`src/rtl/siut_pkg.sv`:
```
`default_nettype none
package siut_pkg;
	// nanoseconds per second, fits in 30 bits
	localparam logic [29:0] NS_PER_SEC = 30'd1000000000;

	// op codes
	localparam logic OP_SYNC  = 1'b0;
	localparam logic OP_LABEL = 1'b1;

	// register indexes
	localparam logic CFG_STALENESS = 1'b0;
	localparam logic CFG_BACKWARD  = 1'b1;

	// time quality codes
	localparam logic [1:0] QUAL_UNSYNC   = 2'd0;
	localparam logic [1:0] QUAL_HOLDOVER = 2'd1;
	localparam logic [1:0] QUAL_SYNC     = 2'd2;

	// classified word passed from front to back
	typedef struct packed {
		logic        calc;
		logic        neg;
		logic [63:0] mag;
		logic [31:0] rate;
		logic [63:0] utc;
		logic [62:0] unc;
		logic [1:0]  quality;
	} entry_t;
endpackage
`default_nettype wire

```
`src/rtl/siut_front.sv`:
```
`default_nettype none
module siut_front (
	input  wire logic        clk,
	input  wire logic        arst_n,
	input  wire logic        start,
	output logic             busy,
	input  wire logic        op,
	input  wire logic [62:0] now_ns,
	input  wire logic        sync_utc_locked,
	input  wire logic [63:0] sync_sample_count,
	input  wire logic [31:0] sync_rate_hz,
	input  wire logic [31:0] sync_generation,
	input  wire logic signed [63:0] sync_utc_ns,
	input  wire logic [62:0] sync_uncertainty_ns,
	input  wire logic [63:0] sample_idx,
	input  wire logic [31:0] sample_generation,
	input  wire logic        cfg_write,
	input  wire logic        cfg_index,
	input  wire logic [62:0] cfg_data,
	input  wire logic        q_full,
	output logic             push,
	output siut_pkg::entry_t push_data
);
	typedef enum logic [1:0] {F_IDLE, F_EVAL, F_PUSH} fstate_t;

	fstate_t state_q;
	logic accept;

	// item capture
	logic        op_s1, locked_s1;
	logic [62:0] now_s1, unc_s1;
	logic [63:0] count_s1, idx_s1, utc_s1;
	logic [31:0] rate_s1, gen_s1, sgen_s1;

	// held sync point and registers
	logic        have_sync_q, held_locked_q;
	logic [63:0] held_count_q, held_utc_q;
	logic [31:0] held_rate_q, held_gen_q;
	logic [62:0] held_unc_q, arrival_q;
	logic [62:0] stale_thr_q;
	logic [15:0] max_back_q;

	// evaluation results
	logic [1:0]  quality_s2;
	logic        base_ok_s2, behind_s2_lt;
	logic [63:0] behind_s2, delta_s2;
	logic [47:0] limit_s2;

	logic        stale;
	logic [62:0] age;
	logic        ok;

	assign accept = start && !busy;
	assign busy   = (state_q != F_IDLE);
	assign age    = now_s1 - arrival_q;
	assign stale  = (now_s1 > arrival_q) && (age > stale_thr_q);

	// final check and entry build
	always_comb begin
		ok = base_ok_s2 && !(behind_s2_lt && (behind_s2 > {16'b0, limit_s2}));
		push_data.calc    = ok;
		push_data.neg     = delta_s2[63];
		push_data.mag     = delta_s2[63] ? (64'd0 - delta_s2) : delta_s2;
		push_data.rate    = held_rate_q;
		push_data.utc     = held_utc_q;
		push_data.unc     = held_unc_q;
		push_data.quality = quality_s2;
		push = (state_q == F_PUSH);
	end

	// item capture registers
	always_ff @(posedge clk) begin
		if (accept) begin
			op_s1     <= op;
			now_s1    <= now_ns;
			locked_s1 <= sync_utc_locked;
			count_s1  <= sync_sample_count;
			rate_s1   <= sync_rate_hz;
			gen_s1    <= sync_generation;
			utc_s1    <= sync_utc_ns;
			unc_s1    <= sync_uncertainty_ns;
			idx_s1    <= sample_idx;
			sgen_s1   <= sample_generation;
		end
	end

	// sequencer, held state and evaluation
	always_ff @(posedge clk or negedge arst_n) begin
		if (!arst_n) begin
			state_q       <= F_IDLE;
			have_sync_q   <= 1'b0;
			held_locked_q <= 1'b0;
			held_count_q  <= '0;
			held_rate_q   <= '0;
			held_gen_q    <= '0;
			held_utc_q    <= '0;
			held_unc_q    <= '0;
			arrival_q     <= '0;
			stale_thr_q   <= 63'd1000000000;
			max_back_q    <= 16'd10;
			quality_s2    <= siut_pkg::QUAL_UNSYNC;
			base_ok_s2    <= 1'b0;
			behind_s2_lt  <= 1'b0;
			behind_s2     <= '0;
			delta_s2      <= '0;
			limit_s2      <= '0;
		end else begin
			if (cfg_write) begin
				case (cfg_index)
					siut_pkg::CFG_STALENESS: stale_thr_q <= cfg_data;
					siut_pkg::CFG_BACKWARD:  max_back_q  <= cfg_data[15:0];
					default: ;
				endcase
			end
			case (state_q)
				F_IDLE: begin
					if (accept) begin
						state_q <= F_EVAL;
					end
				end
				F_EVAL: begin
					state_q      <= F_PUSH;
					limit_s2     <= 48'(held_rate_q) * 48'(max_back_q);
					behind_s2    <= held_count_q - idx_s1;
					behind_s2_lt <= idx_s1 < held_count_q;
					delta_s2     <= idx_s1 - held_count_q;
					if (op_s1 == siut_pkg::OP_SYNC) begin
						have_sync_q   <= 1'b1;
						held_locked_q <= locked_s1;
						held_count_q  <= count_s1;
						held_rate_q   <= rate_s1;
						held_gen_q    <= gen_s1;
						held_utc_q    <= utc_s1;
						held_unc_q    <= unc_s1;
						arrival_q     <= now_s1;
						base_ok_s2    <= 1'b0;
						quality_s2    <= locked_s1 ? siut_pkg::QUAL_SYNC
						                           : siut_pkg::QUAL_UNSYNC;
					end else begin
						base_ok_s2 <= have_sync_q && held_locked_q &&
						              (held_rate_q != '0) && (sgen_s1 == held_gen_q);
						if (!have_sync_q || !held_locked_q) begin
							quality_s2 <= siut_pkg::QUAL_UNSYNC;
						end else if (stale) begin
							quality_s2 <= siut_pkg::QUAL_HOLDOVER;
						end else begin
							quality_s2 <= siut_pkg::QUAL_SYNC;
						end
					end
				end
				F_PUSH: begin
					if (!q_full) begin
						state_q <= F_IDLE;
					end
				end
				default: state_q <= F_IDLE;
			endcase
		end
	end
endmodule
`default_nettype wire

```
`config.mk`:
```
export PLATFORM = sky130hd
export DESIGN_NAME = siut_front
export DESIGN_NICKNAME = d
export VERILOG_FILES = /design/src/rtl/siut_pkg.sv /design/src/rtl/siut_front.sv
export SDC_FILE = /design/constraint.sdc
export NUM_CORES = 2
export LEC_CHECK = 0
export ABC_AREA = 1
export ABC_CLOCK_PERIOD_IN_PS = 25400
export BUFFER_PORTS_ARGS = -buffer_cell sky130_fd_sc_hd__buf_2
export CAP_MARGIN = 15
export CORE_MARGIN = 3
export CORE_UTILIZATION = 25
export DETAILED_ROUTE_END_ITERATION = 12
export PLACE_DENSITY_LB_ADDON = 0.12
export SLEW_MARGIN = 25
export SYNTH_ARGS = -nofsm -noshare
export SYNTH_HDL_FRONTEND = slang
export SYNTH_SLANG_ARGS = --single-unit
```
`constraint.sdc`:
```
create_clock -name clk -period 25.4 [get_ports clk]
set_input_delay 2.54 -clock clk [delete_from_list [all_inputs] [get_ports clk]]
set_output_delay 2.54 -clock clk [all_outputs]
set_load 0.05 [all_outputs]
```
### Word level (Yosys, flattened, before mapping)

Cells that the tools add are included.

| word-level totals | value |
|---|---|
| register bits after elaboration | 997 |
| bits of input ports | 485 |
| output and inout bits | 229 |
| word-level logic and storage cells | 71 |

| operators by class | value |
|---|---|
| $add $sub $neg | 4 |
| multipliers | 1 |
| order comparisons | 4 |
| eq/ne operators | 5 |
| muxes and demuxes | 9 |
| bitwise gates (word level) | 2 |
| reductions and logical operators | 19 |

Operators with widths:

| operator | number |
|---|---|
| subtractor 64 bit | 2 |
| > comparator 63 bit | 2 |
| > comparator 64 x 48 -> 1 bit | 1 |
| less-than comparator 64 bit | 1 |
| 2-to-1 mux 64 bit | 1 |
| subtractor 1 x 64 -> 64 bit (first input constant) | 1 |
| subtractor 63 bit | 1 |
| multiplier 32 x 16 -> 48 bit | 1 |
| == test 32 bit | 1 |
| nonzero test 32 bit | 1 |
| 2-to-1 mux 2 bit | 6 |
| AND reduction 2 bit | 4 |
| logical AND 1 bit | 7 |
| case mux 2 bit (3 select lines) | 1 |
| logical NOT 1 bit | 4 |
| != test 2 bit (second input constant) | 2 |
| == test 2 x 1 -> 1 bit (second input constant) | 1 |
| == test 2 bit (second input constant) | 1 |
| logical NOT 2 bit | 1 |
| inverter 1 bit | 2 |
| nonzero test 2 bit | 1 |
| logical OR 1 bit | 1 |
| 2-to-1 mux 1 bit | 1 |

### Logic depth before layout (Yosys ltp)

| logic depth | value |
|---|---|
| depth in word-level cells | 6 |
| depth in mapped cells | 30 |
| depth with buffers taken out | 30 |

### Worst setup path before layout

No wires, ideal clock.

| path | value |
|---|---|
| kind | input-to-reg |
| start | input start |
| end | register count_s1[0] (enable) |
| library setup time | 1.202 ns |
| arrival | 19.655 ns |
| data required time | 24.198 ns |
| path slack | 4.543 ns |
| stages | 2 |
| path buffers | 0 |
| path through | inv_1 nor2_1 |

| between the ends | value |
|---|---|
| longest elaborated chain between the ends | 1 |

Ends and longest elaborated chain:

| element | line | RTL |
|---|---|---|
| from (decl) | siut_front.sv:5 | `input wire logic start,` |
| logical AND 1 bit | siut_front.sv:53 | `assign accept = start && !busy;` |
| named net accept | siut_front.sv:27 | `logic accept;` |
| to (signal assigned) | siut_front.sv:77 | `count_s1 <= sync_sample_count;` |
| to (decl) | siut_front.sv:32 | `logic [63:0] count_s1, idx_s1, utc_s1;` |

The timed path passes the listed nets, and every way through them passes these cells.
A chain may end at the register's enable or synchronous reset.

==> impl_metrics.json <==
{
  "run_status": "complete, no violations",
  "cts-buffers-inserted": 134,
  "ys_async_sr_fraction": 0.582,
  "timing.critical_path.cells": "nor2_1 -> nand3_1 -> nor2_1 -> nand2_1 -> nor4_2 -> nand3_1 -> nand2_1 -> nand2_1 -> o21ai_0 -> buf_2",
  "floorplan.die.width_um": 545,
  "path_max_fanout": 4,
  "postSynth.topFlopCell": "sky130_fd_sc_hd__dfrtp_1",
  "start_kind": "flip-flop",
  "die_height_um": 545,
  "drt.antenna.violating_nets": 0,
  "layout.filler_cells": 31600,
  "cts.htree.levels": 4,
  "overflow": 0,
  "global_route.usage.total": 0.190,
  "route.detailed.vias_per_inst": 4.37,
  "synth_fp_nets": 10700,
  "dp_slack_ps": 18840,
  "post-route-period-util": 0.268,
  "port_buffers": 713,
  "holdBufCountCts": 0,
  "timing_hold_violations_final": 0,
  "placed_cells": 13800,
  "num_io_pins": 714,
  "worst-slew-pin-transition_ps": 1090,
  "synth_seq_cells": 996,
  "place_congestion": 0.930,
  "setup.worst_path.class": "reg -> out",
  "final_cell_mix": "sky130_fd_sc_hd__nand2_1, sky130_fd_sc_hd__inv_1, sky130_fd_sc_hd__buf_2, sky130_fd_sc_hd__dfrtp_1, sky130_fd_sc_hd__nor2_1",
  "maxSlewViolCount": 0,
  "firstDrtPassIters": 8,
  "critical_path.most_common_cell": "sky130_fd_sc_hd__nand2_1",
  "fp.coreArea_um2": 289000,
  "yosys_warnings": 0,
  "final_cell_count_no_fill": 14100,
  "detailedPlacementHpwl_um": 233000,
  "cts_tree": "built",
  "clk_latency_ps": 820,
  "grt_antenna_before_repair": 106,
  "fin_setup_tns_ps": 0,
  "remaining_drc_errors": 0,
  "grt_pass1_vias": 62500,
  "holdCritPathClass": "reg -> reg",
  "critical_path_buf_inv_count": 1,
  "maximum_number_of_pins_on_one_net_before_global_route_repair": 163,
  "synth_enable_flop_cells": 416,
  "number_of_instances_in_the_synthesized_netlist": 9396,
  "grt_setup_unrepaired": "no",
  "row_count": 197,
  "nets": 11400,
  "slew_headroom": 0.266,
  "drt_iter0_drc": 4016,
  "postCtsResizedCells": 0,
  "vias": 61400,
  "finalSetupViolCount": 0,
  "fin_ws_ps": 18610,
  "maxCapViolCount": 0,
  "synth_seq_area_share": 0.372,
  "grt_first_pass_wirelength_um": 419000,
  "syn_area_um2": 72600,
  "synth.avg_cell_area_um2": 7.73,
  "syn2layout_area_growth_pct": 17.1,
  "cts_root_buf": "sky130_fd_sc_hd__clkbuf_16",
  "wl_per_cell_um": 20.3,
  "critPathMaxStageDelay_ps": 840,
  "route.final.wire_length_um": 286000,
  "netlist-cell-type-count": 54,
  "required_ps": 22860,
  "fmax_ghz": 0.147,
  "clock_sinks": 996,
  "layout_commonest_cell": "sky130_fd_sc_hd__nand2_1",
  "timing.clock.skew_ps": 67.6,
  "path_delay_family": "simple AND/OR/NAND/NOR gates",
  "drive_above_1_share": 0.116,
  "cts.repair_timing.setup_buffer_count": 0,
  "slowest_stage": "sky130_fd_sc_hd__nor4_2",
  "clkTransAtPathRegs_ps": 60,
  "initial_standard_cell_utilization_of_the_core": 0.252,
  "ctsLongestPathBuffers": 4,
  "floorplan.die_area_um2": 297000,
  "min_period_ps": 6790,
  "cp.arrival_ps": 4250,
  "cp-end-kind": "output pin"
}
through the flow:
stage | instance area, µm² | hold WS [ps] | utilization
floorplan | 72600 | 425 | -
global placement | 80500 | 428 | 0.279
detailed placement | 80500 | 432 | 0.279
CTS | 84900 | 440 | 0.294
global route | 84900 | 459 | 0.294
finish | 85000 | 437 | 0.294
path summary, 6_finish.rpt:
check,start,end,slack [ps],cells after the start
min in group asynchronous,arst_n,held_rate_q[4],1710,1
min,gen_s1[13],held_gen_q[13],440,2
max in group asynchronous,arst_n,held_count_q[49],20190,5
min reg2reg,gen_s1[13],held_gen_q[13],440,2
max reg2reg,max_back_q[1],limit_s2[40],18880,20
max,delta_s2[20],push_data[221],18610,10
layer usage:
metal | track usage | vias to the layer above | routed length [µm]
li1 | - | 30000 | -
met1 | 0.250 | 29400 | 126000
met2 | 0.314 | 1516 | 134000
met3 | 0.0425 | 409 | 18300
met4 | 0.0471 | 116 | 7370
met5 | 0 | - | 807
area by class of cell:
class                   count  area [µm²]  area share
clock inverters            54         652     0.00767
well taps                3880        4850      0.0571
multi-input cells        6262       37500       0.441
flip-flops and latches    996       27000       0.318
clock buffers             187        3760      0.0443
diodes                     34        85.1     0.00100
inverters                1867        7020      0.0826
repair buffers            775        4090      0.0481
flip-flops by register name, indices dropped and copies added, names as in the netlist, 64 cells and up:
| register | count |
|---|---|
| held_utc_q | 64 |
| count_s1 | 64 |
| held_count_q | 64 |
| behind_s2 | 64 |
| utc_s1 | 64 |
| idx_s1 | 64 |
logic make-up after synthesis:
kind of cell	count (synthesis)	synth area share
AO/OA/AOI/OAI	831	0.0607
XOR/XNOR	143	0.0172
adder cells (fa/ha/maj)	843	0.189
buffers and inverters	2138	0.111
flip-flops	996	0.372
AND/OR/NAND/NOR	4445	0.250
synthesized netlist by cell type, drive strengths merged (2+ instances only):
cell type,instances,area [µm²]
buf,81,369
ha,422,5280
nand3,350,1830
nor3b,4,30.0
clkinv,2,7.51
and2,6,37.5
nand2,3328,12600
xnor2,33,289
o21ai,377,1900
a21o,11,82.6
edfxtp,416,12500
and3,6,37.5
dfstp,15,394
xor2,110,963
nand3b,11,86.3
o31ai,13,103
nor2,555,2320
nand4,90,563
nor3,60,373
o2111ai,3,26.3
inv,1865,7000
dfrtp,565,14100
a211oi,3,22.5
fa,421,8430
o211ai,3,22.5
or2,14,87.6
a21oi,354,1770
o22ai,8,50.1
o21bai,35,263
a21boi,3,22.5
o21a,6,45.0
nor4,20,125
a31oi,12,75.1
clkbuf,190,717
worst reg2reg max path, delay by kind of cell, from the launching register on:
family / cells / cell delay, ps
adder cells (fa/ha/maj): 7 / 3610
AND/OR/NAND/NOR: 8 / 1090
flip-flops: 1 / 1070
AO/OA/AOI/OAI: 2 / 460
buffers and inverters: 3 / 190
Power is not shown: default switching activity piles up to over one toggle a cycle in this logic, so the estimate is an artifact.
