--- src/rtl/siut_pkg.sv ---
`default_nettype none
package siut_pkg;
	// nanoseconds per second, fits in 30 bits
	localparam logic [29:0] NS_PER_SEC = 30'd1000000000;

	// op codes
	localparam logic OP_SYNC  = 1'b0;
	localparam logic OP_LABEL = 1'b1;

	// register indexes
	localparam logic CFG_STALENESS = 1'b0;
	localparam logic CFG_BACKWARD  = 1'b1;

	// time quality codes
	localparam logic [1:0] QUAL_UNSYNC   = 2'd0;
	localparam logic [1:0] QUAL_HOLDOVER = 2'd1;
	localparam logic [1:0] QUAL_SYNC     = 2'd2;

	// classified word passed from front to back
	typedef struct packed {
		logic        calc;
		logic        neg;
		logic [63:0] mag;
		logic [31:0] rate;
		logic [63:0] utc;
		logic [62:0] unc;
		logic [1:0]  quality;
	} entry_t;
endpackage
`default_nettype wire

--- src/rtl/siut_back.sv ---
`default_nettype none
module siut_back (
	input  wire logic        clk,
	input  wire logic        arst_n,
	input  wire logic        q_empty,
	input  siut_pkg::entry_t q_data,
	output logic             pop,
	output logic             done,
	output logic             estimate_valid,
	output logic signed [63:0] utc_estimate_ns,
	output logic [62:0]      uncertainty_out_ns,
	output logic [1:0]       time_quality
);
	typedef enum logic [2:0] {
		B_IDLE, B_DIV1, B_MQL, B_MQH, B_MR, B_DIV2, B_ADD, B_FIN
	} bstate_t;

	bstate_t state_q;
	siut_pkg::entry_t ent_q;
	logic [31:0] rem_q;
	logic [63:0] dvd_q;
	logic [63:0] acc_q;
	logic [5:0]  cnt_q;

	logic [32:0] shifted;
	logic        ge;
	logic [31:0] rem_next;
	logic [63:0] dvd_next;
	logic [61:0] frac_prod;

	assign pop = (state_q == B_IDLE) && !q_empty;

	// one restoring division step
	always_comb begin
		shifted   = {rem_q, dvd_q[63]};
		ge        = shifted >= {1'b0, ent_q.rate};
		rem_next  = ge ? 32'(shifted - {1'b0, ent_q.rate}) : shifted[31:0];
		dvd_next  = {dvd_q[62:0], ge};
		frac_prod = 62'(rem_q) * 62'(siut_pkg::NS_PER_SEC);
	end

	// sequencer and result registers
	always_ff @(posedge clk or negedge arst_n) begin
		if (!arst_n) begin
			state_q            <= B_IDLE;
			done               <= 1'b0;
			estimate_valid     <= 1'b0;
			utc_estimate_ns    <= '0;
			uncertainty_out_ns <= '0;
			time_quality       <= siut_pkg::QUAL_UNSYNC;
		end else begin
			done <= 1'b0;
			case (state_q)
				B_IDLE: begin
					if (!q_empty) begin
						if (q_data.calc) begin
							state_q <= B_DIV1;
						end else begin
							done               <= 1'b1;
							estimate_valid     <= 1'b0;
							utc_estimate_ns    <= '0;
							uncertainty_out_ns <= '0;
							time_quality       <= q_data.quality;
						end
					end
				end
				B_DIV1: begin
					if (cnt_q == '0) begin
						state_q <= B_MQL;
					end
				end
				B_MQL: state_q <= B_MQH;
				B_MQH: state_q <= B_MR;
				B_MR:  state_q <= B_DIV2;
				B_DIV2: begin
					if (cnt_q == '0) begin
						state_q <= B_ADD;
					end
				end
				B_ADD: state_q <= B_FIN;
				B_FIN: begin
					state_q            <= B_IDLE;
					done               <= 1'b1;
					estimate_valid     <= 1'b1;
					utc_estimate_ns    <= ent_q.neg ? (ent_q.utc - acc_q) : (ent_q.utc + acc_q);
					uncertainty_out_ns <= ent_q.unc;
					time_quality       <= ent_q.quality;
				end
				default: state_q <= B_IDLE;
			endcase
		end
	end

	// datapath: divider, partial products, accumulator
	always_ff @(posedge clk) begin
		case (state_q)
			B_IDLE: begin
				ent_q <= q_data;
				rem_q <= '0;
				dvd_q <= q_data.mag;
				cnt_q <= 6'd63;
			end
			B_DIV1, B_DIV2: begin
				rem_q <= rem_next;
				dvd_q <= dvd_next;
				cnt_q <= cnt_q - 1'b1;
			end
			B_MQL: begin
				acc_q <= 64'(dvd_q[31:0]) * 64'(siut_pkg::NS_PER_SEC);
			end
			B_MQH: begin
				acc_q <= acc_q + {32'(dvd_q[63:32] * 32'(siut_pkg::NS_PER_SEC)), 32'b0};
			end
			B_MR: begin
				// remainder times 1e9 is below rate << 30, so 30 steps suffice
				rem_q <= frac_prod[61:30];
				dvd_q <= {frac_prod[29:0], 34'b0};
				cnt_q <= 6'd29;
			end
			B_ADD: begin
				acc_q <= acc_q + {34'b0, dvd_q[29:0]};
			end
			default: ;
		endcase
	end
endmodule
`default_nettype wire

--- config.mk ---
export PLATFORM = sky130hd
export DESIGN_NAME = siut_back
export DESIGN_NICKNAME = d
export VERILOG_FILES = /design/src/rtl/siut_pkg.sv /design/src/rtl/siut_back.sv
export SDC_FILE = /design/constraint.sdc
export NUM_CORES = 2
export LEC_CHECK = 0
export BUFFER_PORTS_ARGS = -buffer_cell sky130_fd_sc_hd__buf_2
export CORE_AREA = 2 2 290 292
export CTS_BUF_LIST = sky130_fd_sc_hd__clkbuf_4 sky130_fd_sc_hd__clkbuf_8
export DETAILED_ROUTE_END_ITERATION = 8
export DIE_AREA = 0 0 292 294
export GPL_TIMING_DRIVEN = 0
export PLACE_DENSITY = 0.9
export SETUP_SLACK_MARGIN = 0.1
export SYNTH_ARGS = -nofsm -noshare
export SYNTH_HDL_FRONTEND = slang
export SYNTH_SLANG_ARGS = --single-unit
--- constraint.sdc ---
create_clock -name clk -period 17 [get_ports clk]
set_input_delay 0.85 -clock clk [delete_from_list [all_inputs] [get_ports clk]]
set_output_delay 0.85 -clock clk [all_outputs]
set_load 0.01 [all_outputs]
## Word level (Yosys, flattened, before mapping)

Index checks and enable logic that the tools add are counted.

- Output and inout port bits: 132
- Word-level logic and storage cells: 73
- Register bits: 462

- Multiply operators: 3
- Magnitude comparators: 1
- Reductions and logical operators: 10
- Add/subtract/negate cells: 6
- Equal/unequal tests: 12
- Muxes and demuxes: 26

Operators with widths:

| operator | number |
|---|---|
| 64-bit one-hot mux with 3 select lines | 2 |
| 64-bit 2-to-1 mux | 3 |
| 64-bit adder | 2 |
| 64-bit one-hot mux with 2 select lines | 1 |
| 63-bit 2-to-1 mux | 2 |
| 63-bit one-hot mux with 2 select lines | 1 |
| 32-bit by 21-bit multiplier with 53-bit output (second input constant) | 2 |
| 32-bit one-hot mux with 3 select lines | 1 |
| 64-bit by 30-bit adder with 64-bit output | 1 |
| 64-bit subtractor | 1 |
| 33-bit by 32-bit >= comparator with 1-bit output | 1 |
| 32-bit by 21-bit multiplier with 23-bit output (second input constant) | 1 |
| 32-bit 2-to-1 mux | 1 |
| 32-bit subtractor | 1 |
| 3-bit one-hot mux with 8 select lines | 1 |
| 6-bit one-hot mux with 3 select lines | 1 |
| 3-bit equality test (second input constant) | 4 |
| 3-bit 2-to-1 mux | 4 |
| 2-bit inequality test (second input constant) | 5 |
| 3-bit by 2-bit equality test with 1-bit output (second input constant) | 2 |
| 6-bit zero test | 1 |
| 3-bit nonzero test | 2 |
| 6-bit by 1-bit subtractor with 6-bit output (second input constant) | 1 |
| 1-bit 2-to-1 mux | 4 |
| 11 further kinds | 13 |

## Longest topological paths before layout

- Depth after elaboration: 3
- Mapped depth: 28
- Depth with buffers taken out: 28

## Least setup slack after synthesis

No wires, ideal clock.

- Path kind: flip-flop to flip-flop
- Start point: register rem_q[3]
- End point: register rem_q[29], data pin
- Setup time: 256 ps
- Cell stages (with the launch flop): 25
- Slack: 10025 ps
- Arrival: 6718 ps
- Buffers on the path: 1
- Path through: edfxtp_1 > inv_1 > fa_1 > fa_1 > fa_1 > fa_1 > fa_1 > inv_1 > fa_1 > inv_1 > fa_1 > inv_1 > ha_1 > clkbuf_1 > a21o_1 > a21o_1 > a21oi_1 > nor2_1 > a2111oi_0 > nand2_1 > a31oi_1 > o31ai_1 > a311oi_1 > xnor2_1 > a22o_1

- Cells in the longest elaborated chain, start to end: 3
- Elaborated cells on any way between the ends: 5

Ends and longest elaborated chain:

| item | RTL line | source |
|---|---|---|
| from (decl) | siut_back.sv:20 | `logic [31:0] rem_q;` |
| from (signal assigned) | siut_back.sv:104 | `rem_q <= rem_next;` |
| from (signal assigned) | siut_back.sv:116 | `rem_q <= frac_prod[61:30];` |
| branches (longest 2 deep; another with 32-bit by 21-bit multiplier with 53-bit output) | n/a |  |
| 32-bit one-hot mux with 3 select lines (*) | siut_back.sv:96 | `case (state_q)` |

Every way passes the cells marked *.
A chain may end at the register's enable or synchronous reset.

## Worst setup path in the final report

- Start point: register dvd_q[9]
- End point: register acc_q[58], data pin

- Cells in the longest elaborated chain, start to end: 2
- Elaborated cells on any way between the ends: 3

Ends and longest elaborated chain:

| item | RTL line | source |
|---|---|---|
| from (decl) | siut_back.sv:21 | `logic [63:0] dvd_q;` |
| from (signal assigned) | siut_back.sv:100 | `dvd_q <= q_data.mag;` |
| from (signal assigned) | siut_back.sv:105 | `dvd_q <= dvd_next;` |
| from (signal assigned) | siut_back.sv:117 | `dvd_q <= {frac_prod[29:0], 34'b0};` |
| 32-bit by 21-bit multiplier with 53-bit output or 64-bit by 30-bit adder with 64-bit output (tied branches) | siut_back.sv:109, siut_back.sv:121 |  |
| 64-bit one-hot mux with 3 select lines (*) | siut_back.sv:96 |  |
| to (signal assigned) | siut_back.sv:109 | `acc_q <= 64'(dvd_q[31:0]) * 64'(siut_pkg::NS_PER_SEC);` |
| to (signal assigned) | siut_back.sv:112 | `acc_q <= acc_q + {32'(dvd_q[63:32] * 32'(siut_pkg::NS_PER_SEC)), 32'b0};` |
| to (signal assigned) | siut_back.sv:121 | `acc_q <= acc_q + {34'b0, dvd_q[29:0]};` |
| to (decl) | siut_back.sv:22 | `logic [63:0] acc_q;` |

Every way passes the cells marked *; elsewhere a longest branch is shown, timed or not.

==> run_results.csv <==
group,metric,value,unit
placement,io_buffers,361,
setup_path,worst_path_largest_cell_delay,0.88,ns
yosys,postSynth.asyncResetShare,0.2900,
floorplanning,die-area,0.08585,mm2
setup_path,rr_worst_depth,23,
route,wl,162.0,mm
layout,areaGrowthSynthToFinish,8.885,%
sta,relSlewSlack,0.08913,
yosys,synth_area_leaders,"fa_1 25%, ha_1 17%, edfxtp_1 17%",
setup_path,endpoint_kind,"register",
sta,timing.final.max_slew_violations,0,
floorplanning,rows,106,
floorplanning,die_w,292,um
yosys,synth_area,0.05752,mm2
setup_path,crit_type,"register to register",
global_routing,grt_pass1_vias,47098,
placement,gp_congestion,0.9844,
yosys,synth.top_cell.area_share,0.2485,
yosys,synthCells,5793,
cts,cts_tree,"done",
global_routing,grt_pass1_wl,252.3,mm
placement,dp_hpwl,132.6,mm
floorplanning,die_h,294,um
layout,final_common_cell,"inv_1",
sta,grt_setup_unrepaired,"no",
layout,layout_common_cells,"1,272 x inv_1, 792 x ha_1, 714 x fa_1, 363 x buf_2, 328 x edfxtp_1",
flow_run,drv_cap,0,
setup_path,crit_fanout,10,
outcome,status,"complete, no violations",
setup_path,path_cells,"inv_1 -> fa_1 -> fa_1 -> fa_1 -> fa_1 -> fa_1 -> inv_1 -> fa_1 -> inv_1 -> fa_1 -> inv_1 -> ha_1 -> a21oi_1 -> a21oi_1 -> a211oi_1 -> o211ai_1 -> a211o_1 -> o211ai_1 -> a31oi_1 -> a211oi_1 -> xor2_1 -> o22ai_1 -> a21o_1",
setup_path,reg2reg_setup_slack,8.67,ns
global_routing,gr-total-overflow,0,
route,vias,44869,
yosys,synth_seq_cells,462,
sta,max_freq,120.1,MHz
cts,ctsResizeCount,0,
yosys,synth-edff-count,328,
yosys,synth_seq_area_share,0.2296,
floorplanning,initial_core_util,0.6939,
route,drt_iter0_markers,3704,
layout,nets,7979,
route,drt_pass1_iterations,8,
yosys,synth_top_area_cell,"fa_1",
global_routing,grt_usage,0.3822,
cts,numClockSinks,462,
cts,cts_inserted_buffers,82,
cts,cts_buffer_depth,3,
cts,cts_root_buffer,"clkbuf_8",
sta,period_needed,8.330,ns
yosys,syn_nets,7530,
setup_path,critical_path_arrival,8.81,ns
setup_path,startpoint_type,"register",
cts,clkTransAtPathRegs,0.06,ns
sta,tightest_slew,1.366,ns
sta,hold_viol,0,
yosys,avgSynthCellArea,9.928,um2
yosys,synthDistinctLibCells,83,
setup_path,worst_path_most_repeated_cell,"fa_1",
cts,clk_latency,0.76,ns
setup_path,rr_startpoint,"dvd_q[9]",
sta,skew,0.07543,ns
route,avgRoutedWirePerCell,21.91,um
yosys,yosys_most_used_dff,"edfxtp_1",
route,drt-vias-per-instance,6.069,
floorplanning,ios,362,
cts,postCtsHoldBufs,0,
layout,fillers,5426,
sta,hold_slack,0.1449,ns
cts,post-cts-setup-buffer-count,0,
global_routing,grt_max_degree,123,
floorplanning,core,0.08289,mm2
sta,finalCritPeriodShare,0.4900,
sta,setup-violations-final,0,
route,final_antenna_net_count,0,
route,drc,0,
layout,drive_gt1_frac,0.08718,
setup_path,cp_slowest_cell,"edfxtp_1",
setup_path,worstPathRequired,17.48,ns
setup_path,rr_endpoint,"acc_q[58]",
global_routing,antenna_found_initial,7,
cts,htree_levels,3,
sta,tns,0,ns
yosys,synth_warnings,0,
min_path,min_path_type,"input port to async pin",
-- worst max-delay path, delay by kind of cell (launching register included) --
family                   cells  cell delay [ns]
AO/OA/AOI/OAI               10             2.42
flip-flops                   1             0.88
adder cells (fa/ha/maj)      8             4.06
buffers and inverters        4             0.37
XOR/XNOR                     1             0.27
-- worst max-delay path by stage --
stage | from | endpoint | slack (ns) | cells past startpoint
2_1_floorplan | rem_q[3] | rem_q[29] | 10.03 | 24
3_3_place_gp | rem_q[3] | rem_q[29] | 8.92 | 24
3_5_place_dp | rem_q[5] | rem_q[29] | 8.83 | 24
4_1_cts | rem_q[5] | rem_q[29] | 8.85 | 24
5_1_grt | dvd_q[9] | acc_q[58] | 8.41 | 23
6_report | dvd_q[9] | acc_q[58] | 8.67 | 23
-- sequential cells by signal (all words and copies together), names as in the netlist --
register and count:
utc_estimate_ns 64, done 1, cnt_q 6, state_q 3, acc_q 64, dvd_q 64, uncertainty_out_ns 63, ent_q 162
time_quality 2, rem_q 32, estimate_valid 1
-- kinds of logic after synthesis --
group / after synthesis / synth area share
xor gates and xnor gates: 364 / 0.05556
and+or+nand+nor: 914 / 0.07551
buffers and inverters: 1412 / 0.09248
muxes: 8 / 0.001458
AOI/OAI and AO/OA: 1126 / 0.1244
DFF: 462 / 0.2296
adders and majority gates: 1507 / 0.4210
-- area by class of cell --
| cell class | count | area [um2] | area share |
|---|---|---|---|
| antenna | 4 | 10.01 | 0.0001598 |
| buffer | 139 | 540.5 | 0.008631 |
| clock buffer | 109 | 1369 | 0.02186 |
| clock inverter | 42 | 451.7 | 0.007212 |
| inverter | 1273 | 4786 | 0.07642 |
| multi-input combinational | 3919 | 39000 | 0.6227 |
| sequential | 462 | 13200 | 0.2108 |
| tap | 1080 | 1351 | 0.02158 |
| timing repair buffer | 365 | 1916 | 0.03059 |
-- metrics by stage --
step	area, um2	worst slack, ns	std cells	utilization
after floorplan	57520	10.03	5793	-
after global placement	60670	8.916	7234	0.7320
after detailed placement	60790	8.828	7238	0.7334
after CTS	62620	8.850	7389	0.7554
after global routing	62620	8.412	7392	0.7555
final	62630	8.670	7393	0.7555
-- layer usage --
layer	share of wire	wire [um]	vias to the layer above	track usage
li1	-	-	20061	-
met1	0.37	59630	21801	0.4611
met2	0.46	75240	2368	0.6282
met3	0.093	15100	633	0.07885
met4	0.074	12000	6	0.2462
met5	0.00028	45	-	0
-- synth_stat cells, types with 51 or more instances --
cell,instances
fa_1,714
ha_1,793
a21o_1,143
dfrtp_1,134
a21oi_1,282
nand2_1,326
edfxtp_1,328
nor2_1,200
xor2_1,118
o21ai_0,300
inv_1,1273
clkbuf_1,128
xnor2_1,245
a22o_1,81
nor3_1,57
nand3_1,72
nand2b_1,51
Power is not shown: default switching activity piles up to over one toggle a cycle in this logic, so the estimate is an artifact.
