--- src/rtl/siut_pkg.sv ---
`default_nettype none
package siut_pkg;
	// nanoseconds per second, fits in 30 bits
	localparam logic [29:0] NS_PER_SEC = 30'd1000000000;

	// op codes
	localparam logic OP_SYNC  = 1'b0;
	localparam logic OP_LABEL = 1'b1;

	// register indexes
	localparam logic CFG_STALENESS = 1'b0;
	localparam logic CFG_BACKWARD  = 1'b1;

	// time quality codes
	localparam logic [1:0] QUAL_UNSYNC   = 2'd0;
	localparam logic [1:0] QUAL_HOLDOVER = 2'd1;
	localparam logic [1:0] QUAL_SYNC     = 2'd2;

	// classified word passed from front to back
	typedef struct packed {
		logic        calc;
		logic        neg;
		logic [63:0] mag;
		logic [31:0] rate;
		logic [63:0] utc;
		logic [62:0] unc;
		logic [1:0]  quality;
	} entry_t;
endpackage
`default_nettype wire

--- src/rtl/siut_queue.sv ---
`default_nettype none
module siut_queue #(
	parameter int DEPTH = 2
) (
	input  wire logic            clk,
	input  wire logic            arst_n,
	input  wire logic            push,
	input  siut_pkg::entry_t     push_data,
	output logic                 full,
	input  wire logic            pop,
	output siut_pkg::entry_t     pop_data,
	output logic                 empty
);
	localparam int PTR_W = (DEPTH > 1) ? $clog2(DEPTH) : 1;
	localparam int CNT_W = $clog2(DEPTH + 1);

	siut_pkg::entry_t mem [DEPTH];
	logic [PTR_W-1:0] wr_ptr_q, rd_ptr_q;
	logic [CNT_W-1:0] count_q;
	logic do_push, do_pop;

	assign full     = (count_q == CNT_W'(DEPTH));
	assign empty    = (count_q == '0);
	assign do_push  = push && !full;
	assign do_pop   = pop && !empty;
	assign pop_data = mem[rd_ptr_q];

	// storage write
	always_ff @(posedge clk) begin
		if (do_push) begin
			mem[wr_ptr_q] <= push_data;
		end
	end

	// pointers and fill count
	always_ff @(posedge clk or negedge arst_n) begin
		if (!arst_n) begin
			wr_ptr_q <= '0;
			rd_ptr_q <= '0;
			count_q  <= '0;
		end else begin
			if (do_push) begin
				wr_ptr_q <= (wr_ptr_q == PTR_W'(DEPTH - 1)) ? '0 : wr_ptr_q + 1'b1;
			end
			if (do_pop) begin
				rd_ptr_q <= (rd_ptr_q == PTR_W'(DEPTH - 1)) ? '0 : rd_ptr_q + 1'b1;
			end
			if (do_push && !do_pop) begin
				count_q <= count_q + 1'b1;
			end else if (do_pop && !do_push) begin
				count_q <= count_q - 1'b1;
			end
		end
	end
endmodule
`default_nettype wire

--- config.mk ---
export PLATFORM = sky130hd
export DESIGN_NAME = siut_queue
export DESIGN_NICKNAME = d
export VERILOG_FILES = /design/src/rtl/siut_pkg.sv /design/src/rtl/siut_queue.sv
export SDC_FILE = /design/constraint.sdc
export NUM_CORES = 1
export LEC_CHECK = 0
export BUFFER_PORTS_ARGS = -buffer_cell sky130_fd_sc_hd__buf_2
export CORE_MARGIN = 5
export CORE_UTILIZATION = 56
export DETAILED_ROUTE_END_ITERATION = 8
export PLACE_DENSITY = 0.91
export SYNTH_ARGS = -nofsm -noshare
export SYNTH_HDL_FRONTEND = slang
export SYNTH_SLANG_ARGS = --single-unit
--- constraint.sdc ---
create_clock -name clk -period 22.6 [get_ports clk]
set_input_delay 5.65 -clock clk [delete_from_list [all_inputs] [get_ports clk]]
set_output_delay 5.65 -clock clk [all_outputs]
set_load 0.01 [all_outputs]
Word level (Yosys, flattened, before mapping)
Memory sizes are Yosys's and may differ from the RTL's.
Index checks and enable logic that the tools add are counted.

cells by class
  add/sub/neg operators = 4
  equal/unequal tests = 1
  muxes and demuxes = 6
  reductions and logical operators = 10

operators by type and width
  cell                                              count
  logical AND 1 bit                                 4
  zero test 1 bit                                   4
  two-way mux 1 bit                                 4
  two-way mux 2 bit                                 2
  adder 1 bit, second input constant                2
  adder 2 x 1 -> 2 bit, second input constant       1
  equality test 2 bit, second input constant        1
  zero test 2 bit                                   1
  nonzero test 2 bit                                1
  subtractor 2 x 1 -> 2 bit, second input constant  1

storage, ports and cells
  flip-flop bits (word level) = 4
  bits in writable memories = 454
  input bits = 231
  output and inout bits = 229
  logic and storage cells = 25
  memories kept = 1

memories
  memory  depth  width  rd ports  clocked after Yosys merged registers in  write ports  RTL line          source
  mem     2      227    1         0                                        1            siut_queue.sv:17  siut_pkg::entry_t mem [DEPTH];

Longest topological paths before layout
Gate-level depths: netlist of run 1.

  depth after elaboration = 7
  gate-level depth with buffers = 7
  mapped depth without buffers = 7

Least setup slack after synthesis of run 1
No wires, ideal clock.

  path type = input -> register
  start point = in push
  end point = mem mem[0][0] (netlist bit) (enable)
  setup time = 0.818 ns
  data arrival time = 15.145 ns
  slack = 6.636 ns
  stages = 2
  cell sequence = nand2_1 > nor2_1

between the ends
  cells in the longest elaborated chain, start to end = 3

RTL lines
  item                                     RTL line          source
  from (decl)                              siut_queue.sv:7   input wire logic push,
  logical AND 1 bit                        siut_queue.sv:24  assign do_push = push && !full;
  two-way mux 1 bit                        siut_queue.sv:30  if (do_push) begin
  two-way mux 1 bit (implied by the code)  siut_queue.sv:31  mem[wr_ptr_q] <= push_data;
  to (decl)                                siut_queue.sv:17

No other way between the ends.

==> results_dict.tcl, run 1 <==
set metrics [dict create \
    status "complete, no violations" \
    post-dp-hpwl_um 25400 \
    cp_slowest_stage_delay_ps 770 \
    peakVddDrop_v 0.0000926 \
    multi_input_area_um2 2660 \
    synth_area_leader_cell "edfxtp_1" \
    synth_top_family_by_area "multiplexers" \
    critPathLaunchType "register" \
    setup_viol 0 \
    setup_tns_ps 0 \
    syn_area_per_cell_um2 23.0 \
    seq_area_um2 13700 \
    grt_first_pass_wirelength_um 55400 \
    fmax_mhz 111 \
    ctsHoldBuffers 0 \
    rows 63 \
    cts_root_buf "clkbuf_16" \
    hold_class "reg -> reg" \
    fin_cells 1640 \
    synth_area_leaders "edfxtp_1, mux2_2, buf_6" \
    cts_sinks 458 \
    synthXorXnorAreaFrac_pct 0.263 \
    dr.pass1.iters 5 \
    start_util_pct 56.5 \
    core_region_area_um2 29500 \
    antenna_found_initial 10 \
    dieArea_um2 33300 \
    cts_tree "built" \
    die_y_um 183 \
    crit_path_start "rd_ptr_q" \
    critPathCaptureType "output pin" \
    hold_viol 0 \
    maxSlewViolCount 0 \
    crit_top_cell "buf_4" \
    synth-simple-area-share_pct 0.165 \
    overflow 0 \
    wl_um 37100 \
    critical_path_arrival_ps 3350 \
    finClkSkew_ps 14.6 \
    ys_warn_count 0 \
    hold_start "count_q[1]" \
    post_cts_buffers 0 \
    syn_nets 957 \
    netlist_instances 725 \
    reg2reg_from "count_q[0]" \
    path_class "reg -> out" \
    syn2layout_area_growth_pct 23.7 \
    syn-cell-area_um2 16700 \
    ys_types 14 \
    cp.required_ps 16950 \
    synth_compound_area_share_pct 0.0300 \
    vias 8775 \
    whs_ps 534 \
    path_max_fanout 69 \
    gp_congestion 0.893 \
    fillerInstances 1737 \
    track_usage_pct 21.8 \
    grt_max_degree 147 \
    cts_resized 0 \
    p_leak_uw 0.00771 \
    cts.reportedPaths.clkPinSlew_ps 60 \
    worst_slew_pin_slew_ps 1140 \
    power_density_nw_per_um2 130 \
    ys_seq_elements 458 \
    synthAdderAreaFrac_pct 0.0751 \
    clk_latency_ps 520 \
    relSlewSlack_pct 24.3 \
    routedWlPerCell_um 22.6 \
    viasPerCell 5.35 \
    io_buffers 459 \
    synth_top_area_share_pct 81.8 \
    clk_path_buf_depth 3 \
    grt_pass1_vias 9499 \
    fin_nets 1445 \
    max_cap_violations 0 \
    numCtsBuffers 44 \
    ant_nets 0 \
    drt_iter0_markers 549 \
    io_pins 460 \
    seq_area_frac_synth_pct 82.4 \
    synth_mux_area_share_pct 15.3 \
    min_period_ps 9000 \
    drc_errors 0 \
    drive_gt1_share_pct 60.4 \
    rsz0062_at_grt "false" \
    placedCellCount 1557 \
    h-tree-depth 2 \
    crit_slowest_cell "buf_4" \
    die_w_um 183 \
    crit_chain "buf_4, buf_4, mux2_2, buf_2" \
    period_share_pct 39.8 \
]
-- cell usage in the layout, fill, tap and decap left out --
master	instances
xor2_1	2
o21ai_0	1
nand2_1	1
mux2_2	227
clkbuf_1	13
bufinv_16	2
and3_4	1
nor2_4	1
clkinv_1	9
diode_2	7
clkinv_2	2
inv_6	1
xnor2_1	3
buf_12	1
ha_1	1
nor2_1	2
buf_2	459
nand2b_1	1
clkbuf_8	2
clkbuf_16	45
dfrtp_4	1
edfxtp_1	454
dfrtp_1	3
clkinv_4	2
buf_4	7
inv_1	2
-- Yosys cell counts --
cell	n
xnor2_1	3
inv_1	2
nand2_1	1
and3_1	1
mux2_2	227
dfrtp_1	4
nor2_1	3
ha_1	1
buf_4	1
buf_6	24
xor2_1	2
nand2b_1	1
edfxtp_1	454
o21ai_0	1
-- routing by layer --
layer	global-route usage [%]	part of all wire, %	vias to the layer above
met3	6.46	9.7	85
met2	38.5	53	493
met5	0	0.13	-
met4	7.54	3.4	6
met1	25.4	34	4317
li1	-	-	3874
-- sequential cells by signal (all words and copies together), names as in the netlist --
signal / flops
mem: 454
count_q: 2
rd_ptr_q: 1
wr_ptr_q: 1
-- worst paths after layout --
path                                 end  slack [ps]  cells past startpoint
setup / recovery           pop_data[131]       13600                      4
hold / removal                count_q[1]         530                      1
setup reg to reg               mem[0][4]       19600                      5
hold reg to reg               count_q[1]         530                      1
max in group asynchronous       rd_ptr_q       17510                      1
min in group asynchronous     count_q[0]        4930                      1
-- critical path, delay by kind of cell, from the launching register on --
kind,cells,cell delay (ps)
buf+inv,3,1570
flops,1,710
mux,1,420
-- logic make-up (layout without fill, tap and decap cells) --
| group | count (synthesis) | count (layout) |
|---|---|---|
| DFF | 458 | 458 |
| xor gates and xnor gates | 5 | 5 |
| and+or+nand+nor | 6 | 6 |
| buffers and inverters | 27 | 545 |
| AOI/OAI and AO/OA | 1 | 1 |
| other | 0 | 7 |
| adders and majority gates | 1 | 1 |
| muxes | 227 | 227 |
-- metrics by stage --
stage                     total power, uW  instance area [um^2]  util (%)  setup WS [ps]
after floorplan                      1800                 16700         -           6640
after global placement               1990                 19300      65.3          14250
after detailed placement             2020                 19300      65.3          14140
after CTS                            2700                 20600      69.8          13580
after global routing                 2800                 20600      69.9          13440
final                                2680                 20600      69.9          13600
-- final cells by class --
type                            count  area share [%]
Antenna cell                        7          0.0850
Clock buffer                       60            5.83
Clock inverter                     16           0.631
Inverter                            2          0.0364
Multi-Input combinational cell    240            12.9
Sequential cell                   458            66.7
Tap cell                          390            2.37
Timing Repair Buffer              467            11.5
-- power breakdown --
group / switching, uW / internal [uW] / leakage (uW)
Combinational: 434 / 340 / 0.00280
Sequential: 60.4 / 1170 / 0.00426
Clock: 284 / 394 / 0.000647
Total: 779 / 1900 / 0.00771
No activity file was read; power rests on OpenSTA's default activity.
==> run 2: changes to the inputs <==
Settings changed: ABC_AREA set to 1, CORE_UTILIZATION 56 to 47, PLACE_DENSITY 0.91 to 0.82.
Clock period 22.6 ns to 7.8 ns, I/O delays scaled along.
==> run 2 against run 1 <==
Compared with the run above: die area is 18% higher; non-clock buffer count is 1 lower; first-iteration DRC count up 5.5%; sequential share of layout area down 0.62 points; cell area increased by 0.93%; combinational power rose to 3.2 times the previous value; worst setup slack lost 11000 ps; flip-flop and latch count is the same; register-to-register slack got worse by 15000 ps; critical path type unchanged.
==> results_dict.tcl, run 2 <==
set metrics [dict create \
    wl_um 38800 \
    track_usage_pct 18.8 \
    cts_resized 0 \
    numCtsBuffers 45 \
    p_leak_uw 0.00894 \
    drt_iter0_markers 579 \
    cts_root_buf "clkbuf_16" \
    relSlewSlack_pct 34.5 \
    regMostFlops "mem" \
    antenna_found_initial 9 \
    drive_gt1_share_pct 30.9 \
    critPathTopFamily "buffers and inverters" \
    die_w_um 199 \
    swShare_pct 34.2 \
    synth_top_family_by_area "simple AND/OR/NAND/NOR gates" \
    setup_viol 0 \
    die_y_um 199 \
    cp_num_buf_inv 3 \
    setup_tns_ps 0 \
    syn-cell-area_um2 16700 \
    fin_area_um2 20800 \
    grt_first_pass_wirelength_um 57600 \
    synthAdderAreaFrac_pct 0.0748 \
    cp.required_ps 5850 \
    clk_latency_ps 560 \
    synth_area_leaders "edfxtp_1, nand2_1, buf_2" \
    synth_top_area_share_pct 81.5 \
    rsz0062_at_grt "false" \
    hold_start "wr_ptr_q" \
    seqPwrFrac_pct 43.9 \
    netlist_instances 1217 \
    start_util_pct 47.3 \
    h-tree-depth 2 \
    cts.reportedPaths.clkPinSlew_ps 60 \
    ant_nets 0 \
    clk_path_buf_depth 3 \
    final_util_pct 58.9 \
    rows 69 \
    vias 10800 \
    path_class "reg -> out" \
    hold_depth 2 \
    switching_power_uw 2750 \
    critical_path_arrival_ps 2930 \
    critPathLaunchType "register" \
    holdPathEnd "wr_ptr_q" \
    syn_area_per_cell_um2 13.7 \
    grt_max_degree 118 \
    final_cell_mix "nand2_1, buf_2, edfxtp_1, clkbuf_16, clkinv_1" \
    routedWlPerCell_um 17.8 \
    grt_pass1_vias 10700 \
    r2r-end "mem[0][203]" \
    synth_compound_area_share_pct 0.0599 \
    fin_nets 1912 \
    crit_top_cell "nand2_1" \
    gp_congestion 0.840 \
    min_period_ps 4880 \
    ys_types 14 \
    post-dp-hpwl_um 25600 \
    crit_chain "inv_6, buf_12, nand2_1, nand2_1, buf_2" \
    cp_slowest_stage_delay_ps 730 \
    critPathCaptureType "output pin" \
    rrSetupSlack_ps 5060 \
    cts_sinks 458 \
    power.internal_uw 5290 \
    ys_warn_count 0 \
    post_cts_buffers 0 \
    async_flop_share_pct 0.873 \
    path_max_fanout 117 \
    finClkSkew_ps 18.8 \
    worst_slew_pin_slew_ps 982 \
    maxSlewViolCount 0 \
    reg2reg_from "count_q[1]" \
    r2r_cells 6 \
    synth_flop_cell "edfxtp_1" \
    cts_tree "built" \
    top_regs "mem (454), count_q (2)" \
    peakVddDrop_v 0.000278 \
    ys_seq_elements 458 \
    power_density_nw_per_um2 386 \
    core_region_area_um2 35300 \
    syn_nets 1449 \
    seq_area_frac_synth_pct 82.1 \
    synth-simple-area-share_pct 15.7 \
    status "complete, no violations" \
    layout_commonest_cell "nand2_1" \
    hold_class "reg -> reg" \
    dieArea_um2 39400 \
    synth_area_leader_cell "edfxtp_1" \
    io_buffers 459 \
    synth_most_common_cell "nand2_1" \
    overflow 0 \
    largest_reg_flops 454 \
    drc_errors 0 \
    ctsHoldBuffers 0 \
    max_cap_violations 0 \
    crit_slowest_cell "dfrtp_4" \
    syn2layout_area_growth_pct 24.4 \
    viasPerCell 4.94 \
    pwr-share-clk_pct 25.3 \
    dr.pass1.iters 5 \
    synth_mux_area_share_pct 0 \
    ys_top_cells_by_count "nand2_1, edfxtp_1, buf_2" \
    fmax_mhz 205 \
    period_share_pct 62.6 \
    synthXorXnorAreaFrac_pct 0.0524 \
    synth_edf_count 454 \
    io_pins 460 \
    combPwrFrac_pct 30.8 \
    hold_viol 0 \
    placed_area_um2 19400 \
]
-- run 2: cell types whose count changed in the layout (fill, tap and decap cells not counted), sizes merged, moves of 4 or more --
cell and change:
clkbuf -4, mux2 -227, inv +7, nand2 +689, clkinv +6
-- run 2: stage by stage --
step / power [uW] / cells / hold WS (ps) / setup slack, ps
final: 8040 / 2179 / 520 / 2920
after global routing: 8500 / 2178 / 540 / 2670
after CTS: 8130 / 2174 / 533 / 2790
after detailed placement: 6080 / 2094 / 518 / 3420
after global placement: 6000 / 2094 / 466 / 3450
after floorplan: 5080 / 1217 / 449 / 642
-- run 2: layout make-up --
class                           instances  area (um^2)
Fill cell                            2648        14500
Sequential cell                       458        13700
Multi-Input combinational cell        701         2660
Timing Repair Buffer                  466         2390
Clock buffer                           56         1210
Tap cell                              461          577
Clock inverter                         24          174
Inverter                                8         42.5
Antenna cell                            5         12.5
-- run 2: logic make-up after synthesis --
logic type               after synthesis
AND/OR/NAND/NOR                      697
XOR/XNOR                               1
AO/OA/AOI/OAI                          2
buffers and inverters                 58
flip-flops                           458
adder cells (fa/ha/maj)                1
-- run 2: power by group through the flow --
stage / clock network [uW] / registers [uW] / logic [uW]
after floorplan: 0 / 3600 / 1480
after global placement: 0 / 3550 / 2450
after detailed placement: 0 / 3580 / 2500
after CTS: 2080 / 3530 / 2520
after global routing: 2200 / 3570 / 2730
final: 2040 / 3530 / 2470
-- run 2: worst max path at each step --
stage | startpoint | endpoint | slack, ps | cells past startpoint
after CTS | rd_ptr_q | pop_data[45] | 2790 | 5
after detailed placement | rd_ptr_q | pop_data[45] | 3420 | 5
after global placement | rd_ptr_q | pop_data[45] | 3450 | 5
final | rd_ptr_q | pop_data[45] | 2920 | 5
after global routing | rd_ptr_q | pop_data[208] | 2670 | 5
after floorplan | push | mem[0][0] | 640 | 4
-- run 2: routing by layer --
metal  track usage [%]  wire length (um)  share of wire, %
met5                 0                64              0.16
met2              31.4             19200                49
met4              8.28              1420               3.7
met1              22.9             14100                36
met3              5.62              4100                11
-- run 2: tightest hold or removal path: stages, from the launching register on --
cell and delay [ps]:
dfrtp_1 360, nand2_1 60, nand2_1 60
